<file path="src/design/pva_pkg.sv">
// shared types and codes for the polyphonic voice allocator
`default_nettype none

package pva_pkg;

    localparam int CHAN_W      = 8;
    localparam int NOTE_W      = 7;
    localparam int STAMP_W     = 32;
    localparam int MASTER_W    = 5;
    localparam int ACTIVE_W    = 4;
    localparam int VOICE_W     = 3;
    localparam int STATUS_W    = 3;
    localparam int COUNT_W     = 4;
    localparam int NUM_CHANNELS = 16;
    localparam logic [COUNT_W-1:0] MAX_RESULTS = 4'd8;

    // event codes
    localparam logic [1:0] OP_NOTE_ON  = 2'd0;
    localparam logic [1:0] OP_NOTE_OFF = 2'd1;
    localparam logic [1:0] OP_ALL_OFF  = 2'd2;
    localparam logic [1:0] OP_LIST     = 2'd3;

    // result status codes
    localparam logic [STATUS_W-1:0] ST_IDLE     = 3'd0;
    localparam logic [STATUS_W-1:0] ST_STOLEN   = 3'd1;
    localparam logic [STATUS_W-1:0] ST_RELEASED = 3'd2;
    localparam logic [STATUS_W-1:0] ST_MATCHED  = 3'd3;
    localparam logic [STATUS_W-1:0] ST_NONE     = 3'd4;

    // configuration register indexes
    localparam logic REG_MASTER = 1'b0;
    localparam logic REG_ACTIVE = 1'b1;

    typedef struct packed {
        logic                held;
        logic [CHAN_W-1:0]   chan;
        logic [NOTE_W-1:0]   note;
        logic [STAMP_W-1:0]  stamp;
    } t_voice;

    typedef enum logic [3:0] {
        S_IDLE  = 4'b0001,
        S_SCAN  = 4'b0010,
        S_WRITE = 4'b0100,
        S_DONE  = 4'b1000
    } t_state;

endpackage

`default_nettype wire

</file>
<file path="src/design/pva_cell.sv">
// one voice slot of the rotating voice ring
`default_nettype none

module pva_cell (
    input  wire logic            i_clk,
    input  wire logic            i_rst_n,
    input  wire logic            i_shift,
    input  wire pva_pkg::t_voice i_d,
    output pva_pkg::t_voice      o_q
);

    pva_pkg::t_voice r_slot;

    always_ff @(posedge i_clk) begin
        if (!i_rst_n) begin
            r_slot <= '0;
        end else if (i_shift) begin
            r_slot <= i_d;
        end
    end

    assign o_q = r_slot;

endmodule

`default_nettype wire

</file>
<file path="src/design/pva_ring.sv">
// ring of voice cells, each handing its slot to the cell below on a shift
`default_nettype none

module pva_ring #(
    parameter int VOICES = 8
) (
    input  wire logic            i_clk,
    input  wire logic            i_rst_n,
    input  wire logic            i_shift,
    input  wire pva_pkg::t_voice i_ret,
    output pva_pkg::t_voice      o_head
);

    pva_pkg::t_voice w_q [VOICES];

    for (genvar k = 0; k < VOICES; k++) begin : g_cell
        pva_pkg::t_voice w_d;
        if (k == VOICES - 1) begin : g_tail
            assign w_d = i_ret;
        end else begin : g_mid
            assign w_d = w_q[k+1];
        end
        pva_cell u_cell (
            .i_clk   (i_clk),
            .i_rst_n (i_rst_n),
            .i_shift (i_shift),
            .i_d     (w_d),
            .o_q     (w_q[k])
        );
    end

    assign o_head = w_q[0];

endmodule

`default_nettype wire

</file>
<file path="src/design/poly_voice_allocator.sv">
// polyphonic voice allocator: event control around a rotating ring of voice cells
//
// Events enter on the input channel (op, channel, note) with valid/ready; one
// event is taken at a time, o_in_ready is high only while the block is idle.
// Results leave on the output channel (voice, status, last), one per transfer,
// the final result of an event marked by last. Every event gives at least one
// result. The configuration channel is always ready; write it only while idle.
// The voice slots sit in a ring of VOICES cells that rotates by one cell per
// cycle, while an event is scanned, past a head where the control logic reads
// and rewrites the slot. Note-off, all-notes-off and list events take one pass
// of the ring; note-on takes a search pass and a write pass; an ignored note-on
// skips the ring and goes straight to its final result. The ring only advances
// while the output register can take a result, so a stalled receiver freezes
// the scan without losing anything.
// Reset clears all voice slots, the stamp counter and the registers
// (master channel 0, active voices 8); the block is ready right after reset.
`default_nettype none

module poly_voice_allocator #(
    parameter int VOICES = 8
) (
    input  wire logic                               i_clk,
    input  wire logic                               i_rst_n,
    input  wire logic                               i_in_valid,
    output logic                                    o_in_ready,
    input  wire logic [1:0]                         i_op,
    input  wire logic [pva_pkg::CHAN_W-1:0]         i_channel,
    input  wire logic [pva_pkg::NOTE_W-1:0]         i_note,
    output logic                                    o_out_valid,
    input  wire logic                               i_out_ready,
    output logic [pva_pkg::VOICE_W-1:0]             o_voice,
    output logic [pva_pkg::STATUS_W-1:0]            o_status,
    output logic                                    o_last,
    input  wire logic                               i_cfg_valid,
    output logic                                    o_cfg_ready,
    input  wire logic                               i_cfg_index,
    input  wire logic [pva_pkg::MASTER_W-1:0]       i_cfg_data
);

    localparam int IW = (VOICES > 1) ? $clog2(VOICES) : 1;
    localparam int NW = (IW > pva_pkg::ACTIVE_W) ? IW : pva_pkg::ACTIVE_W;
    localparam logic [IW-1:0] LAST_IDX = IW'(VOICES - 1);
    localparam logic [pva_pkg::ACTIVE_W-1:0] VCAP = (VOICES > 15) ? 4'd15 : 4'(VOICES);

    pva_pkg::t_state                   r_state, n_state;
    logic [pva_pkg::MASTER_W-1:0]      r_master;
    logic [pva_pkg::ACTIVE_W-1:0]      r_active;
    logic [1:0]                        r_op;
    logic [pva_pkg::CHAN_W-1:0]        r_ch;
    logic [pva_pkg::NOTE_W-1:0]        r_note;
    logic [IW-1:0]                     r_idx, n_idx;
    logic [pva_pkg::COUNT_W-1:0]       r_count, n_count;
    logic                              r_done, n_done;
    logic                              r_fidle, n_fidle;
    logic [IW-1:0]                     r_pidle, n_pidle;
    logic [pva_pkg::STAMP_W-1:0]       r_bidle, n_bidle;
    logic [IW-1:0]                     r_pany, n_pany;
    logic [pva_pkg::STAMP_W-1:0]       r_bany, n_bany;
    logic [IW-1:0]                     r_pick, n_pick;
    logic [pva_pkg::STATUS_W-1:0]      r_pst, n_pst;
    logic [pva_pkg::STAMP_W-1:0]       r_stamp, n_stamp;
    logic                              r_pend_valid, n_pend_valid;
    logic [pva_pkg::VOICE_W-1:0]       r_pend_voice, n_pend_voice;
    logic [pva_pkg::STATUS_W-1:0]      r_pend_st, n_pend_st;
    logic                              r_out_valid, n_out_valid;
    logic [pva_pkg::VOICE_W-1:0]       r_out_voice, n_out_voice;
    logic [pva_pkg::STATUS_W-1:0]      r_out_st, n_out_st;
    logic                              r_out_last, n_out_last;

    pva_pkg::t_voice                   w_head, w_ret;
    logic                              w_shift, w_can_step, w_in_use, w_gen, w_ignore;
    logic [pva_pkg::ACTIVE_W-1:0]      w_n;
    logic [pva_pkg::STATUS_W-1:0]      w_gen_st;
    logic                              w_in_xfer;

    pva_ring #(.VOICES(VOICES)) u_ring (
        .i_clk   (i_clk),
        .i_rst_n (i_rst_n),
        .i_shift (w_shift),
        .i_ret   (w_ret),
        .o_head  (w_head)
    );

    assign w_n        = (r_active < VCAP) ? r_active : VCAP;
    assign w_in_use   = NW'(r_idx) < NW'(w_n);
    assign w_can_step = !r_out_valid || i_out_ready;
    assign w_in_xfer  = i_in_valid && o_in_ready;
    assign w_ignore   = (r_master != '0 && i_channel == pva_pkg::CHAN_W'(r_master))
                        || i_channel == '0
                        || i_channel > pva_pkg::CHAN_W'(pva_pkg::NUM_CHANNELS)
                        || w_n == '0;

    // head slot processing and ring control
    always_comb begin
        w_ret    = w_head;
        w_gen    = 1'b0;
        w_gen_st = pva_pkg::ST_NONE;
        w_shift  = 1'b0;
        n_fidle  = r_fidle;
        n_pidle  = r_pidle;
        n_bidle  = r_bidle;
        n_pany   = r_pany;
        n_bany   = r_bany;
        n_done   = r_done;
        if (r_state == pva_pkg::S_SCAN && w_can_step) begin
            w_shift = 1'b1;
            unique case (r_op)
                pva_pkg::OP_NOTE_ON: begin
                    if (w_in_use) begin
                        if (!w_head.held && (!r_fidle || w_head.stamp < r_bidle)) begin
                            n_fidle = 1'b1;
                            n_pidle = r_idx;
                            n_bidle = w_head.stamp;
                        end
                        if (r_idx == '0 || w_head.stamp < r_bany) begin
                            n_pany = r_idx;
                            n_bany = w_head.stamp;
                        end
                    end
                end
                pva_pkg::OP_NOTE_OFF: begin
                    if (w_in_use && !r_done && w_head.held && w_head.chan == r_ch
                        && w_head.note == r_note) begin
                        w_ret.held = 1'b0;
                        w_gen      = 1'b1;
                        w_gen_st   = pva_pkg::ST_RELEASED;
                        n_done     = 1'b1;
                    end
                end
                pva_pkg::OP_ALL_OFF: begin
                    if (w_in_use && (r_ch == '0 || w_head.chan == r_ch)) begin
                        w_ret.held = 1'b0;
                        if (w_head.held && r_count < pva_pkg::MAX_RESULTS) begin
                            w_gen    = 1'b1;
                            w_gen_st = pva_pkg::ST_RELEASED;
                        end
                    end
                end
                pva_pkg::OP_LIST: begin
                    if (w_in_use && w_head.held && w_head.chan == r_ch
                        && r_count < pva_pkg::MAX_RESULTS) begin
                        w_gen    = 1'b1;
                        w_gen_st = pva_pkg::ST_MATCHED;
                    end
                end
                default: ;
            endcase
        end else if (r_state == pva_pkg::S_WRITE && w_can_step) begin
            w_shift = 1'b1;
            if (r_idx == r_pick) begin
                w_ret.held  = 1'b1;
                w_ret.chan  = r_ch;
                w_ret.note  = r_note;
                w_ret.stamp = r_stamp;
                w_gen       = 1'b1;
                w_gen_st    = r_pst;
            end
        end
    end

    // sequencing, result staging and output register
    always_comb begin
        n_state      = r_state;
        n_idx        = r_idx;
        n_count      = r_count;
        n_pick       = r_pick;
        n_pst        = r_pst;
        n_stamp      = r_stamp;
        n_pend_valid = r_pend_valid;
        n_pend_voice = r_pend_voice;
        n_pend_st    = r_pend_st;
        n_out_valid  = r_out_valid && !i_out_ready;
        n_out_voice  = r_out_voice;
        n_out_st     = r_out_st;
        n_out_last   = r_out_last;
        if (w_shift) begin
            n_idx = (r_idx == LAST_IDX) ? '0 : r_idx + 1'b1;
        end
        if (w_gen) begin
            n_count      = r_count + 1'b1;
            n_pend_valid = 1'b1;
            n_pend_voice = pva_pkg::VOICE_W'(r_idx);
            n_pend_st    = w_gen_st;
            if (r_pend_valid) begin
                n_out_valid = 1'b1;
                n_out_voice = r_pend_voice;
                n_out_st    = r_pend_st;
                n_out_last  = 1'b0;
            end
        end
        unique case (r_state)
            pva_pkg::S_IDLE: begin
                if (w_in_xfer) begin
                    n_idx        = '0;
                    n_count      = '0;
                    n_pend_valid = 1'b0;
                    if (i_op == pva_pkg::OP_NOTE_ON && w_ignore) begin
                        n_state = pva_pkg::S_DONE;
                    end else begin
                        n_state = pva_pkg::S_SCAN;
                    end
                end
            end
            pva_pkg::S_SCAN: begin
                if (w_shift && r_idx == LAST_IDX) begin
                    if (r_op == pva_pkg::OP_NOTE_ON) begin
                        n_state = pva_pkg::S_WRITE;
                        n_stamp = r_stamp + 1'b1;
                        n_pick  = n_fidle ? n_pidle : n_pany;
                        n_pst   = n_fidle ? pva_pkg::ST_IDLE : pva_pkg::ST_STOLEN;
                    end else begin
                        n_state = pva_pkg::S_DONE;
                    end
                end
            end
            pva_pkg::S_WRITE: begin
                if (w_shift && r_idx == LAST_IDX) begin
                    n_state = pva_pkg::S_DONE;
                end
            end
            pva_pkg::S_DONE: begin
                if (w_can_step) begin
                    n_out_valid = 1'b1;
                    n_out_last  = 1'b1;
                    n_out_voice = r_pend_valid ? r_pend_voice : '0;
                    n_out_st    = r_pend_valid ? r_pend_st : pva_pkg::ST_NONE;
                    n_pend_valid = 1'b0;
                    n_state     = pva_pkg::S_IDLE;
                end
            end
            default: n_state = pva_pkg::S_IDLE;
        endcase
    end

    always_ff @(posedge i_clk) begin
        if (!i_rst_n) begin
            r_state      <= pva_pkg::S_IDLE;
            r_master     <= '0;
            r_active     <= 4'd8;
            r_idx        <= '0;
            r_count      <= '0;
            r_done       <= 1'b0;
            r_fidle      <= 1'b0;
            r_stamp      <= '0;
            r_pend_valid <= 1'b0;
            r_out_valid  <= 1'b0;
        end else begin
            r_state      <= n_state;
            r_idx        <= n_idx;
            r_count      <= n_count;
            r_stamp      <= n_stamp;
            r_pend_valid <= n_pend_valid;
            r_out_valid  <= n_out_valid;
            if (w_in_xfer) begin
                r_done  <= 1'b0;
                r_fidle <= 1'b0;
            end else begin
                r_done  <= n_done;
                r_fidle <= n_fidle;
            end
            if (i_cfg_valid && o_cfg_ready) begin
                unique case (i_cfg_index)
                    pva_pkg::REG_MASTER: begin
                        r_master <= (i_cfg_data > pva_pkg::MASTER_W'(pva_pkg::NUM_CHANNELS))
                                    ? '0 : i_cfg_data;
                    end
                    pva_pkg::REG_ACTIVE: r_active <= i_cfg_data[pva_pkg::ACTIVE_W-1:0];
                    default: ;
                endcase
            end
        end
    end

    // payload registers
    always_ff @(posedge i_clk) begin
        if (w_in_xfer) begin
            r_op   <= i_op;
            r_ch   <= i_channel;
            r_note <= i_note;
        end
        r_pidle      <= n_pidle;
        r_bidle      <= n_bidle;
        r_pany       <= n_pany;
        r_bany       <= n_bany;
        r_pick       <= n_pick;
        r_pst        <= n_pst;
        r_pend_voice <= n_pend_voice;
        r_pend_st    <= n_pend_st;
        r_out_voice  <= n_out_voice;
        r_out_st     <= n_out_st;
        r_out_last   <= n_out_last;
    end

    assign o_in_ready  = (r_state == pva_pkg::S_IDLE);
    assign o_cfg_ready = 1'b1;
    assign o_out_valid = r_out_valid;
    assign o_voice     = r_out_voice;
    assign o_status    = r_out_st;
    assign o_last      = r_out_last;

    a_count_cap: assert property (@(posedge i_clk) disable iff (!i_rst_n)
        r_count <= pva_pkg::MAX_RESULTS)
        else $error("result count beyond cap");

    a_one_release: assert property (@(posedge i_clk) disable iff (!i_rst_n)
        (r_state == pva_pkg::S_SCAN && r_op == pva_pkg::OP_NOTE_OFF && r_done) |-> !w_gen)
        else $error("note-off released more than one voice");

    a_write_is_note_on: assert property (@(posedge i_clk) disable iff (!i_rst_n)
        (r_state == pva_pkg::S_WRITE) |-> (r_op == pva_pkg::OP_NOTE_ON && NW'(r_pick) < NW'(w_n)))
        else $error("write pass without a valid note-on pick");

    a_done_flush: assert property (@(posedge i_clk) disable iff (!i_rst_n)
        (r_state == pva_pkg::S_DONE && w_can_step) |=> (o_out_valid && o_last))
        else $error("event ended without a final result");

    a_ring_home: assert property (@(posedge i_clk) disable iff (!i_rst_n)
        (r_state == pva_pkg::S_IDLE) |-> (r_idx == '0))
        else $error("ring not back in place while idle");

endmodule

`default_nettype wire

</file>
<file path="config.mk">
export PLATFORM = sky130hd
export DESIGN_NAME = poly_voice_allocator
export DESIGN_NICKNAME = d
export VERILOG_FILES = /design/src/design/pva_pkg.sv /design/src/design/pva_cell.sv /design/src/design/pva_ring.sv /design/src/design/poly_voice_allocator.sv
export SDC_FILE = /design/constraint.sdc
export NUM_CORES = 1
export LEC_CHECK = 0
export BUFFER_PORTS_ARGS = -buffer_cell sky130_fd_sc_hd__buf_2
export CELL_PAD_IN_SITES_DETAIL_PLACEMENT = 1
export CELL_PAD_IN_SITES_GLOBAL_PLACEMENT = 2
export CORE_UTILIZATION = 40
export DETAILED_ROUTE_END_ITERATION = 16
export GPL_TIMING_DRIVEN = 1
export PLACE_DENSITY_LB_ADDON = 0.1
export SLEW_MARGIN = 15
export SYNTH_ARGS = -nofsm -noshare
export SYNTH_HDL_FRONTEND = slang
export SYNTH_SLANG_ARGS = --single-unit
export TNS_END_PERCENT = 5
</file>
<file path="constraint.sdc">
create_clock -name i_clk -period 4.75 [get_ports i_clk]
set_input_delay 0.2375 -clock i_clk [delete_from_list [all_inputs] [get_ports i_clk]]
set_output_delay 0.2375 -clock i_clk [all_outputs]
set_load 0.05 [all_outputs]
</file>
======== Yosys cells after proc, flatten, opt, wreduce, memory -nomap -nowiden ========
Index checks and enable logic that the tools add are counted.
word-level totals
  logic and storage cells ................. 205
  register bits after elaboration ......... 546
  output and inout port bits .............. 10
cells by class
  equal/unequal tests ..................... 16
  bitwise gates (word level) .............. 2
  multiplexer cells ....................... 77
  add/subtract/negate cells ............... 3
  order comparisons ....................... 7
  reductions and logical operators ........ 44
operators with widths
  kind                                                                      count
  48-bit 2-to-1 mux                                                         2
  3-bit 2-to-1 mux                                                          30
  32-bit less-than comparator                                               2
  47-bit 2-to-1 mux                                                         1
  4-bit 2-to-1 mux                                                          10
  32-bit by 1-bit adder with 32-bit output (second input constant)          1
  1-bit 2-to-1 mux                                                          28
  1-bit logical AND                                                         17
  8-bit zero test                                                           2
  4-bit case mux with 4 select lines                                        1
  4-bit AND reduction                                                       3
  3-bit case mux with 3 select lines                                        1
  8-bit by 5-bit == test with 1-bit output                                  1
  8-bit == test                                                             1
  8-bit by 5-bit > comparator with 1-bit output (second input constant)     1
  4-bit less-than comparator (second input constant)                        2
  7-bit == test                                                             1
  1-bit logical OR                                                          7
  2-bit by 1-bit inequality test with 1-bit output (second input constant)  3
  3-bit AND reduction                                                       2
  5-bit > comparator (second input constant)                                1
  1-bit zero test                                                           5
  5-bit 2-to-1 mux                                                          1
  5-bit nonzero test                                                        1
  20 further kinds                                                          25

======== Depth between registers and ports, before layout ========
Gate-level depths: netlist of run 1.
  depth in word-level cells ............... 13
  gate-level depth with buffers ........... 10
  mapped depth without buffers ............ 10

======== By module ========
From an unflattened synthesis of run 1, not the netlist that was laid out.
unflattened totals
  cell total of the unflattened synthesis .. 2037
  area total of the unflattened synthesis .. 23213.5 um2
modules (own cells, without submodules)
  module                cells each  area each (um2)  instances
  pva_cell              155         1845.5           8
  poly_voice_allocator  797         8449.4           1

======== Least setup slack after synthesis of run 1 ========
Ideal clock, no wire load.
  kind .................................... register to register
  start ................................... register r_bany[20] (netlist bit)
  end ..................................... register r_pick[0] (data pin)
  arrival time ............................ 3.159 ns
  required time ........................... 4.558 ns
  cell stages (with the launch flop) ...... 10
  setup slack ............................. 1.399 ns
  path through ............................ edfxtp_1 > inv_1 > ha_1 > a21oi_1 > nand2_1 > a211o_1 > a2111o_1 > nor3_4 > mux2_2 > a221oi_1
on the way
  cells in the longest elaborated chain, start to end .. 7
RTL lines
  what                         RTL line                     source
  from (decl)                  poly_voice_allocator.sv:58   logic [pva_pkg::STAMP_W-1:0] r_bany, n_bany;
  from (signal assigned)       poly_voice_allocator.sv:284  r_bany <= n_bany;
  32-bit less-than comparator  poly_voice_allocator.sv:115  if (r_idx == '0 || w_head.stamp < r_bany) begin
  1-bit logical OR             poly_voice_allocator.sv:115
  3-bit 2-to-1 mux             poly_voice_allocator.sv:115
  3-bit 2-to-1 mux             poly_voice_allocator.sv:109  if (w_in_use) begin
  3-bit 2-to-1 mux             poly_voice_allocator.sv:107  unique case (r_op)
  3-bit 2-to-1 mux             poly_voice_allocator.sv:105  if (r_state == pva_pkg::S_SCAN && w_can_step) begin
  3-bit 2-to-1 mux             poly_voice_allocator.sv:209  n_pick = n_fidle ? n_pidle : n_pany;
  to (signal assigned)         poly_voice_allocator.sv:285  r_pick <= n_pick;
  to (decl)                    poly_voice_allocator.sv:59   logic [IW-1:0] r_pick, n_pick;
Every way passes these cells.
A chain may end at the register's enable or synchronous reset.

======== Worst setup path in the final report of run 1 ========
  start ................................... register u_ring.g_cell[0].u_cell.r_slot (netlist bit u_ring.g_cell[0].u_cell.o_q[20])
  end ..................................... register r_pick[0] (data pin)
on the way
  cells in the longest elaborated chain, start to end .. 8
  elaborated cells on any way between the ends .. 18
  classes of those cells .................. order compare (2); mux (13); reduce/logical (3)
RTL lines
  what                                                  RTL line                     source
  from (decl)                                           pva_cell.sv:12               pva_pkg::t_voice r_slot;
  from (signal assigned)                                pva_cell.sv:18               r_slot <= i_d;
  32-bit less-than comparator                           poly_voice_allocator.sv:110  if (!w_head.held && (!r_fidle || w_head.stamp < r_bidle)) begin
  1-bit logical OR                                      poly_voice_allocator.sv:110
  1-bit logical AND                                     poly_voice_allocator.sv:110
  3-bit 2-to-1 mux or 1-bit 2-to-1 mux (tied branches)  poly_voice_allocator.sv:110
  3-bit 2-to-1 mux or 1-bit 2-to-1 mux (tied branches)  poly_voice_allocator.sv:109
  3-bit 2-to-1 mux or 1-bit 2-to-1 mux (tied branches)  poly_voice_allocator.sv:107
  3-bit 2-to-1 mux or 1-bit 2-to-1 mux (tied branches)  poly_voice_allocator.sv:105
  3-bit 2-to-1 mux (*)                                  poly_voice_allocator.sv:209
Mark *: on every way between the ends. The rest lies on a longest branch, timed or not.

==> results.toml, run 1 <==
[pwr]
p_comb_share_pct = 3.0
power.internal_w = 0.007638
p_per_area_nw_per_um2 = 380.6
switchingPower_w = 0.002087
p_leak_nw = 9.239
power_frac_clock_pct = 48.3
swShare_pct = 21.46
peakVddDrop_v = 0.0002603
p_seq_share_pct = 48.8

[detailed_routing]
antenna_left = 0
wl_per_cell_um = 15.51
wirelength_um = 49840
via_count = 16170
drt-initial-drc-count = 720
firstDrtPassIters = 4
vias_per_cell = 5.032
drc = 0

[synthesis]
ys.flop_type = "dfxtp_1"
synthTopCellsByArea = "dfxtp_1 (40%), nand2_1 (13%), edfxtp_1 (12%), a21boi_0 (11%), ha_1 (4.1%)"
yosysTopAreaCell = "dfxtp_1"
ys_seq_elements = 544
yosys.area.top_type_share_pct = 40.38
synth_edf_count = 91
ys_seq_area_share_pct = 52.55
synth_nets = 2519
synth_area_sq_um = 22460
avgSynthCellArea_sq_um = 9.288
async_reset_ff_share_pct = 0
ys_warn_count = 0
syn_inst = 2418
yosysUniqueCellTypes = 68

[global_route]
overflow = 0
first_global_vias = 16370
grt_usage_pct = 17.66
antenna_found_initial = 0
grt_max_degree = 209
grt_pass1_wl_um = 83570

[sta]
setup-violations-final = 0
period_needed_ns = 3.318
fin_worst_skew_ns = 0.009262
worst_pin_slew_ns = 1.082
hold_viol = 0
finalSetupTns_ns = 0
period_share_pct = 69.86
slew_headroom_pct = 27.89
slew_violations = 0
rsz0062_at_grt = "no"
fmax_mhz = 301.4

[min_path]
hold_class = "input pin to flop"

[critical_path]
r2r_cells = 8
crit_start = "u_ring.g_cell[0].u_cell.o_q[20]"
cp.arrival_ns = 3.74
crit_required_ns = 5.17
reg2reg_from = "u_ring.g_cell[0].u_cell.o_q[20]"
crit_fanout = 15
timing_worst_setup_path_type = "flop to flop"
end_kind = "flop"
r2r_slack_ns = 1.43
r2r-end = "r_pick[0]"
worstSetupEndpoint = "r_pick[0]"
critPathLaunchType = "flop"

[clock_tree]
cts.sinks = 544
cts_root_buffer = "clkbuf_16"
post_cts_buffers = 0
clkTransAtPathRegs_ns = 0.06
cts_resized = 0
clock_latency_ns = 0.62
cts_buffer_depth = 3
cts_tree = "done"
cts_made_buffers = 60
cts_max_level = 2

[cells_and_area]
final_cell_mix = "nand2_1 (772), dfxtp_1 (453), a21boi_0 (344), edfxtp_1 (91), inv_1 (84)"
insertedDiodeCount = 0
area_growth_pct = 13.77
layout-drive-gt1-share_pct = 7.018
fillers = 6355
layout.nets = 2515
final_common_cell = "nand2_1"
instances_no_fill = 3213

[die]
die-area_sq_um = 57100
io_pins = 38
fp.coreArea_sq_um = 55310
initial_core_util_pct = 40.60
fp.dieW_um = 239.0
die_y_um = 239.0
row_count = 86

[placement]
gp_congestion = 0.8163
hpwl_um = 30400
placedCellCount = 3076
io_buffers = 36

[job]
cap_violations = 0

[status]
outcome = "finished, final reports clean"
-- registers in the layout, indices dropped and copies added, names as in the netlist, 2 cells and up --
register / flops
o_status: 3
r_count: 4
r_idx: 3
r_pend_st: 3
r_op: 2
o_voice: 3
r_note: 7
r_state: 4
r_stamp: 32
r_bany: 32
r_pidle: 3
r_pany: 3
r_master: 5
r_ch: 8
r_bidle: 32
r_pick: 3
r_pend_voice: 3
r_active: 4
u_ring.g_cell.u_cell.o_q: 384
-- worst min-delay path by stage --
stage | start | endpoint | slack, ns | cells past startpoint
2_1_floorplan | i_channel[0] | r_ch[0] | 0.34 | 0
3_3_place_gp | i_note[1] | r_note[1] | 0.42 | 1
3_5_place_dp | i_note[1] | r_note[1] | 0.42 | 1
4_1_cts | i_cfg_index | r_active[3] | 0.01 | 3
5_1_grt | i_cfg_index | r_active[3] | 0.03 | 3
6_report | i_cfg_index | r_active[3] | 0.04 | 3
-- per-stage QoR --
stage,area (sq um),util [%],setup WS [ns],hold WS [ns],total power (W)
detailed placement,23290,42.11,1.397,0.4168,0.005121
global route,25550,46.19,1.197,0.02539,0.01010
finish,25550,46.19,1.432,0.03563,0.009725
floorplan,22460,-,1.399,0.3364,0.005027
global placement,23290,42.11,1.504,0.4189,0.005115
CTS,25550,46.19,1.378,0.01294,0.009904
-- power groups by stage --
| stage | clock (W) | sequential [W] | combinational (W) |
|---|---|---|---|
| finish | 0.00469 | 0.00474 | 0.000290 |
| global placement | 0 | 0.00484 | 0.000276 |
| global route | 0.00504 | 0.00474 | 0.000319 |
| detailed placement | 0 | 0.00484 | 0.000281 |
| CTS | 0.00487 | 0.00474 | 0.000297 |
| floorplan | 0 | 0.00483 | 0.000194 |
-- per-layer routing --
layer / vias up / track usage (%) / wire (um)
met1: 7840 / 24.68 / 25330
met5: - / 0 / 0
li1: 8109 / - / -
met4: 0 / 4.584 / 924
met3: 78 / 3.256 / 1652
met2: 142 / 27.92 / 21930
-- area by class of cell --
| class | count | area [sq um] | share of cell area (%) |
|---|---|---|---|
| Multi-Input combinational cell | 1645 | 9809 | 38.39 |
| Clock buffer | 95 | 1847 | 7.228 |
| Timing Repair Buffer | 78 | 665.6 | 2.605 |
| Clock inverter | 18 | 171.4 | 0.6709 |
| Inverter | 85 | 319.1 | 1.249 |
| Tap cell | 748 | 935.9 | 3.663 |
| Sequential cell | 544 | 11800 | 46.19 |
-- kinds of logic after synthesis --
kind of cell,share of synthesized area (%)
adders and majority gates,4.067
xor gates and xnor gates,1.950
buffers and inverters,3.878
DFF,52.55
other,0.01670
AOI/OAI and AO/OA,16.76
muxes,2.624
and+or+nand+nor,18.15
-- worst max-delay path, stage by stage, from the launching register on --
cell and delay [ns]:
dfxtp_1 0.43, ha_1 0.31, a21oi_1 0.18, nand2_1 0.08, a211o_1 0.34, a2111o_1 0.46, nor3_4 0.69, mux2_2 0.41
a221oi_1 0.22
-- cell usage after synthesis (30+ instances only) --
| cell type | n |
|---|---|
| nand2_1 | 772 |
| inv_1 | 84 |
| a21boi_0 | 344 |
| dfxtp_1 | 453 |
| nor2_1 | 33 |
| o211a_1 | 47 |
| ha_1 | 73 |
| xor2_1 | 34 |
| o21ai_0 | 30 |
| mux2i_1 | 51 |
| clkbuf_1 | 134 |
| edfxtp_1 | 91 |
-- what timing repair did --
item                                   CTS  global route
setup endpoints to repair                0             0
endpoints found under the hold margin   24             0
hold buffers                            24             0
No activity file was read; power rests on OpenSTA's default activity.
==> inputs of run 2 (changes only) <==
ABC_AREA = 1   (was unset)
CORE_UTILIZATION = 34   (was 40)
clock period = 2.85 ns   (was 4.75 ns; I/O delays follow)
==> results.toml, run 2 <==
[synthesis]
yosys.area.top_type_share_pct = 41.24
synth_top_cells_by_count = "nor2_1 (732), dfxtp_1 (453), o21ai_0 (408)"
synth_nets = 2827
ys_seq_area_share_pct = 53.67
ys.flop_type = "dfxtp_1"
synthTopCellsByArea = "dfxtp_1 (41%), nor2_1 (12%), edfxtp_1 (12%), o21ai_0 (9.3%), nand2_1 (4.3%)"
yosysTopAreaCell = "dfxtp_1"
syn_inst = 2726
synth_area_sq_um = 21990
avgSynthCellArea_sq_um = 8.066
yosysMostFrequentCell = "nor2_1"
ys_warn_count = 0
synth_edf_count = 91
yosysUniqueCellTypes = 37
ys_seq_elements = 544
async_reset_ff_share_pct = 0

[cells_and_area]
insertedDiodeCount = 0
design_area_sq_um = 25770
final_common_cell = "nor2_1"
area_growth_pct = 17.18
layout.nets = 2869
final_cell_mix = "nor2_1 (732), dfxtp_1 (453), o21ai_0 (408), nand2_1 (248), inv_1 (219)"
layout-drive-gt1-share_pct = 7.520
fillers = 7548
largest_reg_flops = 384
instances_no_fill = 3665

[sta]
hold_viol = 0
setup_ws_ns = 0.3167
period_needed_ns = 2.533
finalSetupTns_ns = 0
fin_worst_skew_ns = 0.02062
rsz0062_at_grt = "no"
slew_violations = 0
slew_headroom_pct = 33.39
hold_slack_ns = 0.2288
period_share_pct = 88.89
worst_pin_slew_ns = 0.9980
setup-violations-final = 0
fmax_mhz = 394.7

[clock_tree]
cts_root_buffer = "clkbuf_16"
post_cts_buffers = 0
cts_buffer_depth = 3
cts_tree = "done"
clock_latency_ns = 0.63
cts.sinks = 544
cts_max_level = 2
cts_made_buffers = 61
clkTransAtPathRegs_ns = 0.06

[critical_path]
critPathLaunchType = "flop"
worstSetupEndpoint = "o_status[0]"
reg2reg_from = "r_ch[6]"
r2r-end = "o_status[0]"
cp_slowest_stage_delay_ns = 0.49
crit_required_ns = 3.36
cp_num_cells = 13
r2r_slack_ns = 0.32
slowest_stage = "edfxtp_1"
end_kind = "flop"
cp.arrival_ns = 3.04
crit_buf_inv = 1
crit_start = "r_ch[6]"
r2r_cells = 13
timing_worst_setup_path_type = "flop to flop"
crit_fanout = 12
path_cells = "xnor2_1, nand2_1, nor2_1, nand2_1, nor2_1, nand3_1, nand3_1, nand2_1, nand2_2, buf_4, nand3_1, nand3_1, nand2_1"
crit_family = "simple AND/OR/NAND/NOR gates"

[min_path]
hold_class = "input pin to flop"
holdPathStages = 2

[global_route]
grt_usage_pct = 17.32
grt_pass1_wl_um = 93530
grt_max_degree = 85
first_global_vias = 17790
antenna_found_initial = 0
overflow = 0

[placement]
hpwl_um = 37620
gp_congestion = 0.8399
place_area_sq_um = 23350
io_buffers = 36
place_ws_ns = 0.3937
placedCellCount = 3517

[detailed_routing]
drc = 0
wl_per_cell_um = 15.49
drt-initial-drc-count = 823
wirelength_um = 56760
via_count = 17570
antenna_left = 0
vias_per_cell = 4.794
firstDrtPassIters = 5

[pwr]
peakVddDrop_v = 0.0004991
p_leak_nw = 10.25
p_per_area_nw_per_um2 = 671.7

[die]
die_y_um = 256.3
io_pins = 38
die-area_sq_um = 65690
row_count = 92
initial_core_util_pct = 34.61
fp.coreArea_sq_um = 63540
fp.dieW_um = 256.3

[status]
outcome = "finished, final reports clean"

[job]
cap_violations = 0
[run 2: cell count changes after synthesis, moves of 10 or more]
cell      delta
nor2_1     +699
inv_1      +135
o211ai_1    +48
nor2b_1     -15
mux2i_1     -51
a21oi_1     +92
nor3_1      +10
a21boi_0   -344
o21ai_0    +378
nand2_1    -523
nand3_1     +30
or3_1       -11
o211a_1     -47
and2_1      -19
[run 2: worst min path at each step]
stage | endpoint | slack [ns] | from
floorplan | r_ch[0] | 0.24 | i_channel[0]
global placement | r_note[6] | 0.32 | i_note[6]
detailed placement | r_note[4] | 0.32 | i_note[4]
CTS | r_note[2] | 0.17 | i_note[2]
global route | r_note[4] | 0.20 | i_note[4]
finish | r_note[2] | 0.23 | i_note[2]
[run 2: layout make-up]
cell class              count  area, sq um  share of cell area, %
repair buffers            129         1224                  4.749
flip-flops and latches    544        11800                  45.80
inverters                 225        852.1                  3.307
well taps                 846         1059                  4.108
multi-input cells        1807         8760                  34.00
clock buffers              95         1897                  7.362
clock inverters            19        173.9                 0.6750
[run 2: report_power, final]
part	total [W]	internal (W)	switching (W)
combinational	0.00110	0.000401	0.000702
sequential	0.00821	0.00806	0.000148
clock	0.00799	0.00474	0.00325
[run 2: stage by stage]
stage	total power, W	util [%]
4_1_cts	0.01762	40.55
5_1_grt	0.01811	40.55
2_1_floorplan	0.009102	-
3_5_place_dp	0.009462	36.76
3_3_place_gp	0.009423	36.76
6_report	0.01731	40.55
[run 2: cells by family (layout without fill, tap and decap cells)]
group,Yosys count,after routing,synth area share [%]
flip-flops,544,544,53.67
other,1,1,0.01705
AND/OR/NAND/NOR,1104,1104,19.97
adder cells (fa/ha/maj),73,73,4.154
buffers and inverters,375,468,6.527
XOR/XNOR,34,34,1.354
AO/OA/AOI/OAI,595,595,14.31
[run 2: per-layer routing]
| layer | track usage [%] | part of all wire, % | up-vias | wire, um |
|---|---|---|---|---|
| met5 | 0 | 0 | - | 0 |
| li1 | - | - | 8974 | - |
| met4 | 4.158 | 1.9 | 0 | 1089 |
| met2 | 27.21 | 43 | 133 | 24410 |
| met1 | 24.59 | 52 | 8380 | 29520 |
| met3 | 2.936 | 3.1 | 84 | 1735 |
[run 2: timing repair]
| item | in CTS | in global routing |
|---|---|---|
| endpoints found under the hold margin | 84 | 0 |
| hold buffers | 34 | 0 |
| resized for setup | 0 | 0 |
